[src/hdl/blr_pkg.sv]
// Shared types and constants of the Bresenham line rasterizer.
`default_nettype none

package blr_pkg;

  // Coordinate, configuration and payload widths
  localparam int unsigned COORD_W = 6;
  localparam int unsigned SIZE_W = 7;
  localparam int unsigned COLOR_W = 24;
  localparam int unsigned ERR_W = COORD_W + 3;
  localparam int unsigned IN_DATA_W = 24;
  localparam int unsigned OUT_DATA_W = 40;
  localparam int unsigned CFG_ADDR_W = 4;
  localparam int unsigned CFG_DATA_W = 32;
  localparam int unsigned CANVAS_SIZE_DFLT = 64;

  // Register indexes (byte address divided by four)
  localparam logic [1:0] REG_CANVAS_WIDTH = 2'd0;
  localparam logic [1:0] REG_CANVAS_HEIGHT = 2'd1;
  localparam logic [1:0] REG_DRAW_COLOR = 2'd2;

  typedef enum logic {
    ST_IDLE,
    ST_RUN
  } blr_state_t;

  // Commands from the controller to the datapath
  typedef struct packed {
    logic load;
    logic step;
  } blr_cmd_t;

  // Status from the datapath to the controller
  typedef struct packed {
    logic last;
  } blr_sts_t;

endpackage

`default_nettype wire

[src/hdl/blr_ctrl.sv]
// Controller state machine: request acceptance, stepping and output valid.
`default_nettype none

module blr_ctrl (
  input  wire logic          clk,
  input  wire logic          rst_n,
  input  wire logic          in_tvalid,
  output logic               in_tready,
  output logic               out_tvalid,
  input  wire logic          out_tready,
  output blr_pkg::blr_cmd_t  cmd,
  input  wire blr_pkg::blr_sts_t sts
);
  import blr_pkg::*;

  blr_state_t state_r, state_nxt;
  logic       out_valid_r, out_valid_nxt;
  logic       slot_free;

  // State and output valid registers
  always_ff @(posedge clk) begin
    if (!rst_n) begin
      state_r <= ST_IDLE;
      out_valid_r <= 1'b0;
    end else begin
      state_r <= state_nxt;
      out_valid_r <= out_valid_nxt;
    end
  end

  assign slot_free = !out_valid_r || out_tready;

  // Next state and commands
  always_comb begin
    state_nxt = state_r;
    cmd = '0;
    in_tready = 1'b0;
    unique case (state_r)
      ST_IDLE: begin
        in_tready = 1'b1;
        cmd.load = in_tvalid;
        if (in_tvalid) state_nxt = ST_RUN;
      end
      ST_RUN: begin
        cmd.step = slot_free;
        if (slot_free && sts.last) state_nxt = ST_IDLE;
      end
      default: state_nxt = ST_IDLE;
    endcase
  end

  // Hold the output until taken; refill on every step
  always_comb begin
    if (cmd.step) out_valid_nxt = 1'b1;
    else if (out_tready) out_valid_nxt = 1'b0;
    else out_valid_nxt = out_valid_r;
  end

  assign out_tvalid = out_valid_r;

endmodule

`default_nettype wire

[src/hdl/blr_dpath.sv]
// Datapath: line setup, Bresenham stepping and the output register.
`default_nettype none

module blr_dpath (
  input  wire logic                            clk,
  input  wire blr_pkg::blr_cmd_t               cmd,
  output blr_pkg::blr_sts_t                    sts,
  input  wire logic [blr_pkg::COORD_W-1:0]     start_x,
  input  wire logic [blr_pkg::COORD_W-1:0]     start_y,
  input  wire logic [blr_pkg::COORD_W-1:0]     end_x,
  input  wire logic [blr_pkg::COORD_W-1:0]     end_y,
  input  wire logic [blr_pkg::SIZE_W-1:0]      canvas_width,
  input  wire logic [blr_pkg::SIZE_W-1:0]      canvas_height,
  input  wire logic [blr_pkg::COLOR_W-1:0]     draw_color,
  output logic [blr_pkg::COORD_W-1:0]          pixel_x,
  output logic [blr_pkg::COORD_W-1:0]          pixel_y,
  output logic                                 inside_res,
  output logic [blr_pkg::COLOR_W-1:0]          pixel_color,
  output logic                                 last
);
  import blr_pkg::*;

  // Setup values of a new line
  logic                      neg_x, neg_y, ymajor;
  logic [COORD_W-1:0]        adx, ady, dmaj, dmin;
  logic signed [ERR_W-1:0]   err_init, inc_pos_init, inc_neg_init;

  // Walk state
  logic [COORD_W-1:0]        x_r, x_nxt, y_r, y_nxt, cnt_r, cnt_nxt;
  logic                      neg_x_r, neg_y_r, ymajor_r;
  logic signed [ERR_W-1:0]   err_r, err_nxt, inc_pos_r, inc_neg_r;
  logic                      adv_x, adv_y, err_neg;

  // Mirror the segment so it runs increasing; pick the major axis
  always_comb begin
    neg_x = start_x > end_x;
    neg_y = start_y > end_y;
    adx = neg_x ? (start_x - end_x) : (end_x - start_x);
    ady = neg_y ? (start_y - end_y) : (end_y - start_y);
    ymajor = adx < ady;
    dmaj = ymajor ? ady : adx;
    dmin = ymajor ? adx : ady;
    inc_pos_init = $signed({2'b00, dmin, 1'b0});
    inc_neg_init = $signed({2'b00, dmin, 1'b0}) - $signed({2'b00, dmaj, 1'b0});
    err_init = $signed({2'b00, dmin, 1'b0}) - $signed({3'b000, dmaj});
  end

  // Advance one major-axis step; the minor axis follows when the error is not negative
  always_comb begin
    err_neg = err_r[ERR_W-1];
    adv_x = !ymajor_r || !err_neg;
    adv_y = ymajor_r || !err_neg;
    x_nxt = adv_x ? (neg_x_r ? x_r - 1'b1 : x_r + 1'b1) : x_r;
    y_nxt = adv_y ? (neg_y_r ? y_r - 1'b1 : y_r + 1'b1) : y_r;
    err_nxt = err_neg ? err_r + inc_pos_r : err_r + inc_neg_r;
    cnt_nxt = cnt_r - 1'b1;
  end

  always_ff @(posedge clk) begin
    if (cmd.load) begin
      x_r <= start_x;
      y_r <= start_y;
      cnt_r <= dmaj;
      neg_x_r <= neg_x;
      neg_y_r <= neg_y;
      ymajor_r <= ymajor;
      err_r <= err_init;
      inc_pos_r <= inc_pos_init;
      inc_neg_r <= inc_neg_init;
    end else if (cmd.step) begin
      x_r <= x_nxt;
      y_r <= y_nxt;
      cnt_r <= cnt_nxt;
      err_r <= err_nxt;
    end
  end

  assign sts.last = (cnt_r == '0);

  // Capture the current pixel into the output register
  always_ff @(posedge clk) begin
    if (cmd.step) begin
      pixel_x <= x_r;
      pixel_y <= y_r;
      inside_res <= ({1'b0, x_r} < canvas_width) && ({1'b0, y_r} < canvas_height);
      pixel_color <= draw_color;
      last <= sts.last;
    end
  end

endmodule

`default_nettype wire

[src/hdl/bresenham_line_rasterizer_core.sv]
// Top level of the Bresenham line rasterizer: configuration registers and stream ports.
`default_nettype none

// Takes one line segment per request on the in_ stream and emits every pixel of the
// Bresenham line from start to end point on the out_ stream, one pixel per step along
// the major axis, the end point marked by out_tlast. Each pixel carries the draw color
// and a flag that tells whether it lies inside the configured canvas. A line with major
// extent d = max(|dx|,|dy|) gives d+1 pixels. A request is accepted while idle; the
// datapath then steps once per pixel, each step waiting while the output register
// holds an untaken pixel. The next request is taken after the end point's step, while
// that pixel may still wait in the output register. Configuration must be written
// through the cfg_ port while no line is in progress; the block does not enforce it.
module bresenham_line_rasterizer_core #(
  parameter int unsigned CANVAS_SIZE = blr_pkg::CANVAS_SIZE_DFLT
) (
  input  wire logic                              clk,
  input  wire logic                              rst_n,
  // start_x [5:0], start_y [11:6], end_x [17:12], end_y [23:18]
  input  wire logic [blr_pkg::IN_DATA_W-1:0]     in_tdata,
  input  wire logic                              in_tvalid,
  output logic                                   in_tready,
  // pixel_x [5:0], pixel_y [11:6], pixel_color [35:12], zero [39:36]
  output logic [blr_pkg::OUT_DATA_W-1:0]         out_tdata,
  // inside_res [0]
  output logic                                   out_tuser,
  output logic                                   out_tlast,
  output logic                                   out_tvalid,
  input  wire logic                              out_tready,
  input  wire logic                              cfg_psel,
  input  wire logic                              cfg_penable,
  input  wire logic                              cfg_pwrite,
  input  wire logic [blr_pkg::CFG_ADDR_W-1:0]    cfg_paddr,
  input  wire logic [blr_pkg::CFG_DATA_W-1:0]    cfg_pwdata,
  output logic [blr_pkg::CFG_DATA_W-1:0]         cfg_prdata,
  output logic                                   cfg_pready
);
  import blr_pkg::*;

  logic [SIZE_W-1:0]  canvas_width_r, canvas_height_r;
  logic [COLOR_W-1:0] draw_color_r;
  logic [1:0]         reg_idx;
  logic               cfg_wr;
  blr_cmd_t           cmd;
  blr_sts_t           sts;
  logic [COORD_W-1:0] pixel_x, pixel_y;
  logic [COLOR_W-1:0] pixel_color;

  // Configuration registers
  assign cfg_pready = 1'b1;
  assign reg_idx = cfg_paddr[3:2];
  assign cfg_wr = cfg_psel && cfg_penable && cfg_pwrite && cfg_pready;

  always_ff @(posedge clk) begin
    if (!rst_n) begin
      canvas_width_r <= SIZE_W'(CANVAS_SIZE);
      canvas_height_r <= SIZE_W'(CANVAS_SIZE);
      draw_color_r <= '0;
    end else if (cfg_wr) begin
      unique case (reg_idx)
        REG_CANVAS_WIDTH:  canvas_width_r <= cfg_pwdata[SIZE_W-1:0];
        REG_CANVAS_HEIGHT: canvas_height_r <= cfg_pwdata[SIZE_W-1:0];
        REG_DRAW_COLOR:    draw_color_r <= cfg_pwdata[COLOR_W-1:0];
        default: ;
      endcase
    end
  end

  // Register read-back
  always_comb begin
    unique case (reg_idx)
      REG_CANVAS_WIDTH:  cfg_prdata = {{(CFG_DATA_W-SIZE_W){1'b0}}, canvas_width_r};
      REG_CANVAS_HEIGHT: cfg_prdata = {{(CFG_DATA_W-SIZE_W){1'b0}}, canvas_height_r};
      REG_DRAW_COLOR:    cfg_prdata = {{(CFG_DATA_W-COLOR_W){1'b0}}, draw_color_r};
      default:           cfg_prdata = '0;
    endcase
  end

  blr_ctrl u_ctrl (
    .clk        (clk),
    .rst_n      (rst_n),
    .in_tvalid  (in_tvalid),
    .in_tready  (in_tready),
    .out_tvalid (out_tvalid),
    .out_tready (out_tready),
    .cmd        (cmd),
    .sts        (sts)
  );

  blr_dpath u_dpath (
    .clk           (clk),
    .cmd           (cmd),
    .sts           (sts),
    .start_x       (in_tdata[5:0]),
    .start_y       (in_tdata[11:6]),
    .end_x         (in_tdata[17:12]),
    .end_y         (in_tdata[23:18]),
    .canvas_width  (canvas_width_r),
    .canvas_height (canvas_height_r),
    .draw_color    (draw_color_r),
    .pixel_x       (pixel_x),
    .pixel_y       (pixel_y),
    .inside_res    (out_tuser),
    .pixel_color   (pixel_color),
    .last          (out_tlast)
  );

  assign out_tdata = {4'b0000, pixel_color, pixel_y, pixel_x};

endmodule

`default_nettype wire

[config.mk]
export PLATFORM = sky130hd
export DESIGN_NAME = bresenham_line_rasterizer_core
export DESIGN_NICKNAME = d
export VERILOG_FILES = /design/src/hdl/blr_pkg.sv /design/src/hdl/blr_ctrl.sv /design/src/hdl/blr_dpath.sv /design/src/hdl/bresenham_line_rasterizer_core.sv
export SDC_FILE = /design/constraint.sdc
export NUM_CORES = 1
export LEC_CHECK = 0
export ABC_AREA = 1
export BUFFER_PORTS_ARGS = -buffer_cell sky130_fd_sc_hd__clkbuf_2
export CAP_MARGIN = 15
export CORE_UTILIZATION = 30
export CTS_CLUSTER_DIAMETER = 50
export DETAILED_ROUTE_END_ITERATION = 7
export GPL_TIMING_DRIVEN = 0
export SETUP_SLACK_MARGIN = 0.5
export SYNTH_ARGS = -nofsm -noshare
export SYNTH_HDL_FRONTEND = slang
export SYNTH_HIERARCHICAL = 1
export SYNTH_SLANG_ARGS = --single-unit
[constraint.sdc]
create_clock -name clk -period 4.5 [get_ports clk]
set_clock_uncertainty 0.15 [all_clocks]
set_input_delay 0.9 -clock clk [delete_from_list [all_inputs] [get_ports clk]]
set_output_delay 0.9 -clock clk [all_outputs]
set_load 0.05 [all_outputs]
==> Word-level counts from Yosys, hierarchy flattened <==
Index checks and enable logic that the tools add are counted.
{ "totals": {"regBits": 123, "in_bits": 67, "out_inout_bits": 77, "wordCells": 87} }
{ "classes": {"addsub": 13, "n_lt_le_gt_ge": 5, "n_eq_ne": 2, "muxes": 26, "bitwise_logic": 1, "n_reduce_logical": 21} }
{ "ops": {"columns": ["cell", "count"], "rows": [
  ["$mux W6", 14],
  ["$pmux W24 S3", 1],
  ["$mux W9", 3],
  ["$sub A6 B6 Y6", 4],
  ["$sub A6 B1 Y6 const B", 3],
  ["$lt A6 B7 Y1", 2],
  ["$add A6 B1 Y6 const B", 2],
  ["$gt A6 B6 Y1", 2],
  ["$reduce_and A2 Y1", 5],
  ["$add A9 B8 Y9", 1],
  ["$add A9 B9 Y9", 1],
  ["$reduce_bool A2 Y1", 4],
  ["$sub A7 B6 Y8", 1],
  ["$sub A7 B7 Y8", 1],
  ["$mux W1", 7],
  ["$logic_not A6 Y1", 1],
  ["$lt A6 B6 Y1", 1],
  ["$logic_and A1 B1 Y1", 4],
  ["$logic_not A1 Y1", 3],
  ["$logic_or A1 B1 Y1", 3],
  ["$eq A2 B1 Y1 const B", 1],
  ["$eq A2 B2 Y1 const B", 1],
  ["$logic_not A2 Y1", 1],
  ["$pmux W1 S2", 1],
  ["$not A1 Y1", 1]
]} }

==> Longest topological paths before layout <==
{ "logic_depth": {"word_depth": 6, "mapped_depth": 32, "mapped_depth_nobuf": 31} }

==> Hierarchy <==
The synthesis kept the hierarchy.
{ "by_module_without_submodules": {"columns": ["mod", "n_inst", "cells_per_inst", "area_each_um2", "seq_area_each_um2"], "rows": [
  ["blr_dpath", 1, 650, 5793.1, 2402.3],
  ["bresenham_line_rasterizer_core", 1, 319, 2000.7, 760.7],
  ["blr_ctrl", 1, 16, 100.1, 40.0]
]} }

==> Least setup slack after synthesis <==
OpenSTA, ideal clock, no wires.
{ "synth_path": {"path_kind": "in2reg", "from": "in in_tdata[0] (netlist bit)", "to": "reg u_dpath.err_r[8], data pin", "setup_time_ns": 0.256, "arrival_time_ns": 4.311, "t_required_ns": 4.094, "slack_ns": -0.217, "path_stages": 28, "path_buffers": 1, "path_cell_list": "inv_1 > ha_1 > inv_1 > fa_1 > nand2_1 > nand2_1 > nand3_1 > nand2_2 > nand2_2 > inv_2 > nand2_1 > nand2_1 > xor2_2 > ha_1 > nand2_1 > inv_1 > o21ai_1 > nand3_2 > buf_6 > o21ai_0 > ha_1 > nand2_1 > o21ai_0 > nand3_2 > nand2_1 > nand3_1 > nand3_1 > nand2_1"} }
{ "synth_between": {"elab_chain_cells": 6, "word_cells_on_any_way": 9, "cone_classes": "add/sub: 3; order compare: 2; mux: 4"} }
{ "synth_rtl": {"columns": ["element", "line_no", "text"], "rows": [
  ["start: declaration", "bresenham_line_rasterizer_core.sv:19", "input wire logic [blr_pkg::IN_DATA_W-1:0] in_tdata,"],
  ["$gt A6 B6 Y1 (*)", "blr_dpath.sv:36", "neg_x = start_x > end_x;"],
  ["named net u_dpath.neg_x", "blr_dpath.sv:24", "logic neg_x, neg_y, ymajor;"],
  ["$mux W6 (*)", "blr_dpath.sv:38", "adx = neg_x ? (start_x - end_x) : (end_x - start_x);"],
  ["$lt A6 B6 Y1", "blr_dpath.sv:40", "ymajor = adx < ady;"],
  ["$mux W6 (*)", "blr_dpath.sv:42", "dmin = ymajor ? adx : ady;"],
  ["named net u_dpath.dmin[0]", "blr_dpath.sv:25", "logic [COORD_W-1:0] adx, ady, dmaj, dmin;"],
  ["$sub A7 B6 Y8 (*)", "blr_dpath.sv:45", "err_init = $signed({2'b00, dmin, 1'b0}) - $signed({3'b000, dmaj});"],
  ["$mux W9 (*)", "blr_dpath.sv:60", "if (cmd.load) begin"],
  ["end signal: assignment", "blr_dpath.sv:67", "err_r <= err_init;"],
  ["end signal: assignment", "blr_dpath.sv:74", "err_r <= err_nxt;"],
  ["end: declaration", "blr_dpath.sv:31", "logic signed [ERR_W-1:0] err_r, err_nxt, inc_pos_r, inc_neg_r;"]
]} }
The timed path passes the listed nets; every way through them passes the cells marked *.
A chain may end at the register's enable or synchronous reset.

==> Final worst setup path <==
{ "layout_path": {"from": "in in_tdata[0] (netlist bit)", "to": "reg u_dpath.err_r[6], data pin"} }
The elaborated chain is that of the path after synthesis.

==> results by group <==
Run status
  • Status: finished clean

Setup path
  • CP Capture Type: flop
  • Critical path's largest stage delay: 0.39 ns
  • Slowest stage cell, crit path: fa_2
  • Cell mode on critical path: nand2_4
  • Reg2reg path depth: 16
  • Crit-path max FO: 6
  • Worst r2r src: u_dpath/err_r[8]
  • FF-to-FF End: u_dpath/err_r[8]
  • R2R Setup Slk: 1.38 ns
  • Worst Setup SP: in_tdata[0]
  • Arrival time of the worst setup path: 4.34 ns
  • CP Class: in2reg
  • CP startpoint kind: input port
  • Critical Path RT: 4.52 ns
  • Critical Path End: u_dpath/err_r[6]

CTS
  • Clock Sink Count: 120
  • Worst-path clk slew: 0.06 ns
  • TritonCTS clock tree: built
  • CTS H-tree lvls: 4
  • Clk_lat worst skew: 0.41 ns
  • Worst-case clock buffer depth: 2
  • Cts bufs inserted: 17
  • Root Buffer: clkbuf_16

Placement
  • I/O Buffers: 120
  • Pre-CTS WS: -0.604 ns
  • Final RePlAce weighted congestion: 0.820
  • DP Wirelength: 16000 µm

STA
  • Final WS setup: 0.177 ns
  • Max-slew violation count: 0
  • Final Hold Viols: 0
  • Worst Tran Pin Value: 0.714 ns
  • Minimum clock period: 4.32 ns
  • Tcrit/Tclk final: 96.1%
  • FMAX: 231 MHz
  • Count of final setup violators: 0
  • RSZ-0062 raised after global routing: yes
  • Slew HR: 52.2%

Layout
  • Core Util, Final: 40.2%
  • Layout area overhead: 32.1%
  • Nets@finish: 1317
  • Share of cells above drive strength 1: 30.3%
  • # diodes: 0

Routing
  • Average via count per standard cell: 4.44
  • Drt first pass iters: 5
  • Remaining antenna violation count: 0
  • Avg WL per Cell: 13.3 µm
  • Routed wire length: 20400 µm
  • DR vias: 6801
  • Initial drt markers: 396
  • DRC: 0

Logic synthesis
  • Cell variety after synth: 49
  • Ys Warns: 6
  • Number of flops mapped to enable cells by yosys: 80
  • Post-synthesis cell count: 985
  • FF+latch count, synth: 120
  • Main synth FF type: edfxtp_1
  • Synthesized area: 0.00789 mm²
  • Async SR Flop Fraction: 0%
  • Share of the synthesized area in the top cell type: 30.4%
  • Ranking of synthesized cells by area: edfxtp_1 (30%), dfxtp_1 (10%), nand2_1 (10%), ha_1 (9.4%), inv_1 (7.0%)
  • Syn avg cell area: 8.01 µm²
  • Cell taking the most area after synthesis: edfxtp_1
  • Register area share after synthesis: 40.6%

Floorplan
  • Io pins: 144
  • Die width: 164 µm
  • DIE HEIGHT: 164 µm
  • Core area: 0.0259 mm²
  • Die footprint: 0.0270 mm²
  • Initial core utilization: 30.5%
  • Placement Rows: 59

GRT
  • First-pass GRT wire length: 32400 µm
  • Grt ovf: 0
  • Initial antenna violation count: 0
  • Total GRT Usage: 15.6%
  • Largest net degree at the start of global routing: 40
  • Vias in the first global route: 6457

Min path
  • Hold Path Class: reg2reg

Power
  • Leakage Power: 0.00496 µW
  • Power per cell area: 553 mW/mm²
  • Worst vdd ir: 0.000299 V

Run
  • Max Cap Violations: 0
-- final cells by class --
cell class | count | area [µm²]
clock inverters | 13 | 118
well taps | 335 | 419
inverters | 160 | 626
clock buffers | 19 | 464
fillers | 2621 | 15500
flip-flops and latches | 120 | 3200
repair buffers | 168 | 1040
multi-input cells | 676 | 4290
plain buffers | 40 | 274
-- power breakdown --
| group | switching, µW | total, µW | internal, µW |
|---|---|---|---|
| sequential | 94.4 | 1550 | 1450 |
| combinational | 1670 | 2900 | 1230 |
| clock | 511 | 1320 | 808 |
-- flip-flops by register name, summed over array words and instances (netlist names) --
| signal | flops |
|---|---|
| u_dpath/inc_pos_r | 6 |
| u_dpath/cnt_r | 6 |
| u_dpath/neg_x_r | 1 |
| u_dpath/inside_res | 1 |
| u_dpath/pixel_color | 24 |
| canvas_height_r | 7 |
| u_dpath/pixel_x | 6 |
| u_dpath/neg_y_r | 1 |
| u_dpath/err_r | 8 |
| draw_color_r | 24 |
| u_ctrl/out_tvalid | 1 |
| u_dpath/last | 1 |
| u_dpath/x_r | 6 |
| u_dpath/inc_neg_r | 7 |
| u_dpath/pixel_y | 6 |
| u_ctrl/state_r | 1 |
| u_dpath/y_r | 6 |
| canvas_width_r | 7 |
| u_dpath/ymajor_r | 1 |
-- kinds of logic (layout without fill, tap and decap cells) --
family	count (synthesis)	after routing	share of synthesized area [%]
and+or+nand+nor	483	483	27.7
AOI/OAI and AO/OA	93	93	6.86
adders and majority gates	67	67	11.4
other	2	13	0.0951
muxes	2	2	0.254
DFF	120	120	40.6
xor gates and xnor gates	18	18	2.09
buffers and inverters	200	400	11.0
-- worst min path at each step --
stage / startpoint / endpoint / slack, ns / cells after the start
floorplan: draw_color_r[10] / u_dpath/pixel_color[10] / 0.28 / 0
global placement: draw_color_r[9] / u_dpath/pixel_color[9] / 0.29 / 0
detailed placement: draw_color_r[10] / u_dpath/pixel_color[10] / 0.29 / 0
CTS: draw_color_r[10] / u_dpath/pixel_color[10] / 0.30 / 0
global route: draw_color_r[10] / u_dpath/pixel_color[10] / 0.31 / 0
finish: draw_color_r[10] / u_dpath/pixel_color[10] / 0.30 / 0
-- cell usage after synthesis (3+ instances only) --
cell      count
nor2_2        3
clkbuf_1      3
o21ai_0      25
inv_1       148
nand3_2       8
nand2_1     211
xor2_1       14
nor3_1        3
o21bai_1      5
o22ai_1       6
o21ai_1       4
a21oi_1      36
nand3_1      90
ha_1         59
inv_2         9
nand4_1       3
dfxtp_1      40
o21ai_2       5
nand2_4      10
buf_4        20
edfxtp_1     80
xnor2_1       3
fa_1          8
buf_2         9
a31oi_1       3
nand2_2      19
nor2_1      127
buf_6         4
buf_1         4
-- critical path: cells and delay by family --
kind	cells	cell delay, ns
and+or+nand+nor	18	1.47
adders and majority gates	4	1.10
buffers and inverters	8	0.66
xor gates and xnor gates	1	0.16
AOI/OAI and AO/OA	1	0.07
-- cells in the final DEF, fill, tap and decap left out, drive strengths merged, types with 2 or more instances in the layout --
cell type    n
nand3       98
clkinv       6
edfxtp      80
o21ai       35
dfxtp       40
a21oi       37
nor2       132
xor2        15
clkbuf     142
xnor2        3
mux2i        2
o21a         2
and2         2
clkinvlp     4
ha          59
or2          2
a31oi        3
o211ai       2
nand2      241
nand4        3
conb        13
buf         85
fa           8
o22ai        6
o31ai        2
o21bai       5
nor3         4
inv        162
-- through the flow --
step	total power [µW]	TNS (ns)	instances	instance area [µm²]	hold slack (ns)
after floorplan	3350	0	996	8100	0.281
final	5770	0	1531	10400	0.300
after detailed placement	3850	-5.05	1452	9150	0.290
after global routing	6170	0	1531	10400	0.309
after CTS	5550	0	1523	10200	0.300
after global placement	3790	-4.85	1451	9120	0.289
-- per-layer routing --
metal  vias up  part of all wire, %  global-route usage (%)
li1       3526                    -                       -
met1      3067                   46                    19.4
met2       188                   48                    27.1
met3        20                  4.9                    2.65
met4         0                  1.5                    5.13
met5         -                    0                       0
-- timing repair --
action                     4_1_cts  5_1_grt
gates cloned                     1        0
resized for setup               36       32
setup endpoints to repair       15       14
hold buffers                     0        0
setup buffers                   38        8
pin swaps                       25       22
Power figures use the tool's default switching activity.
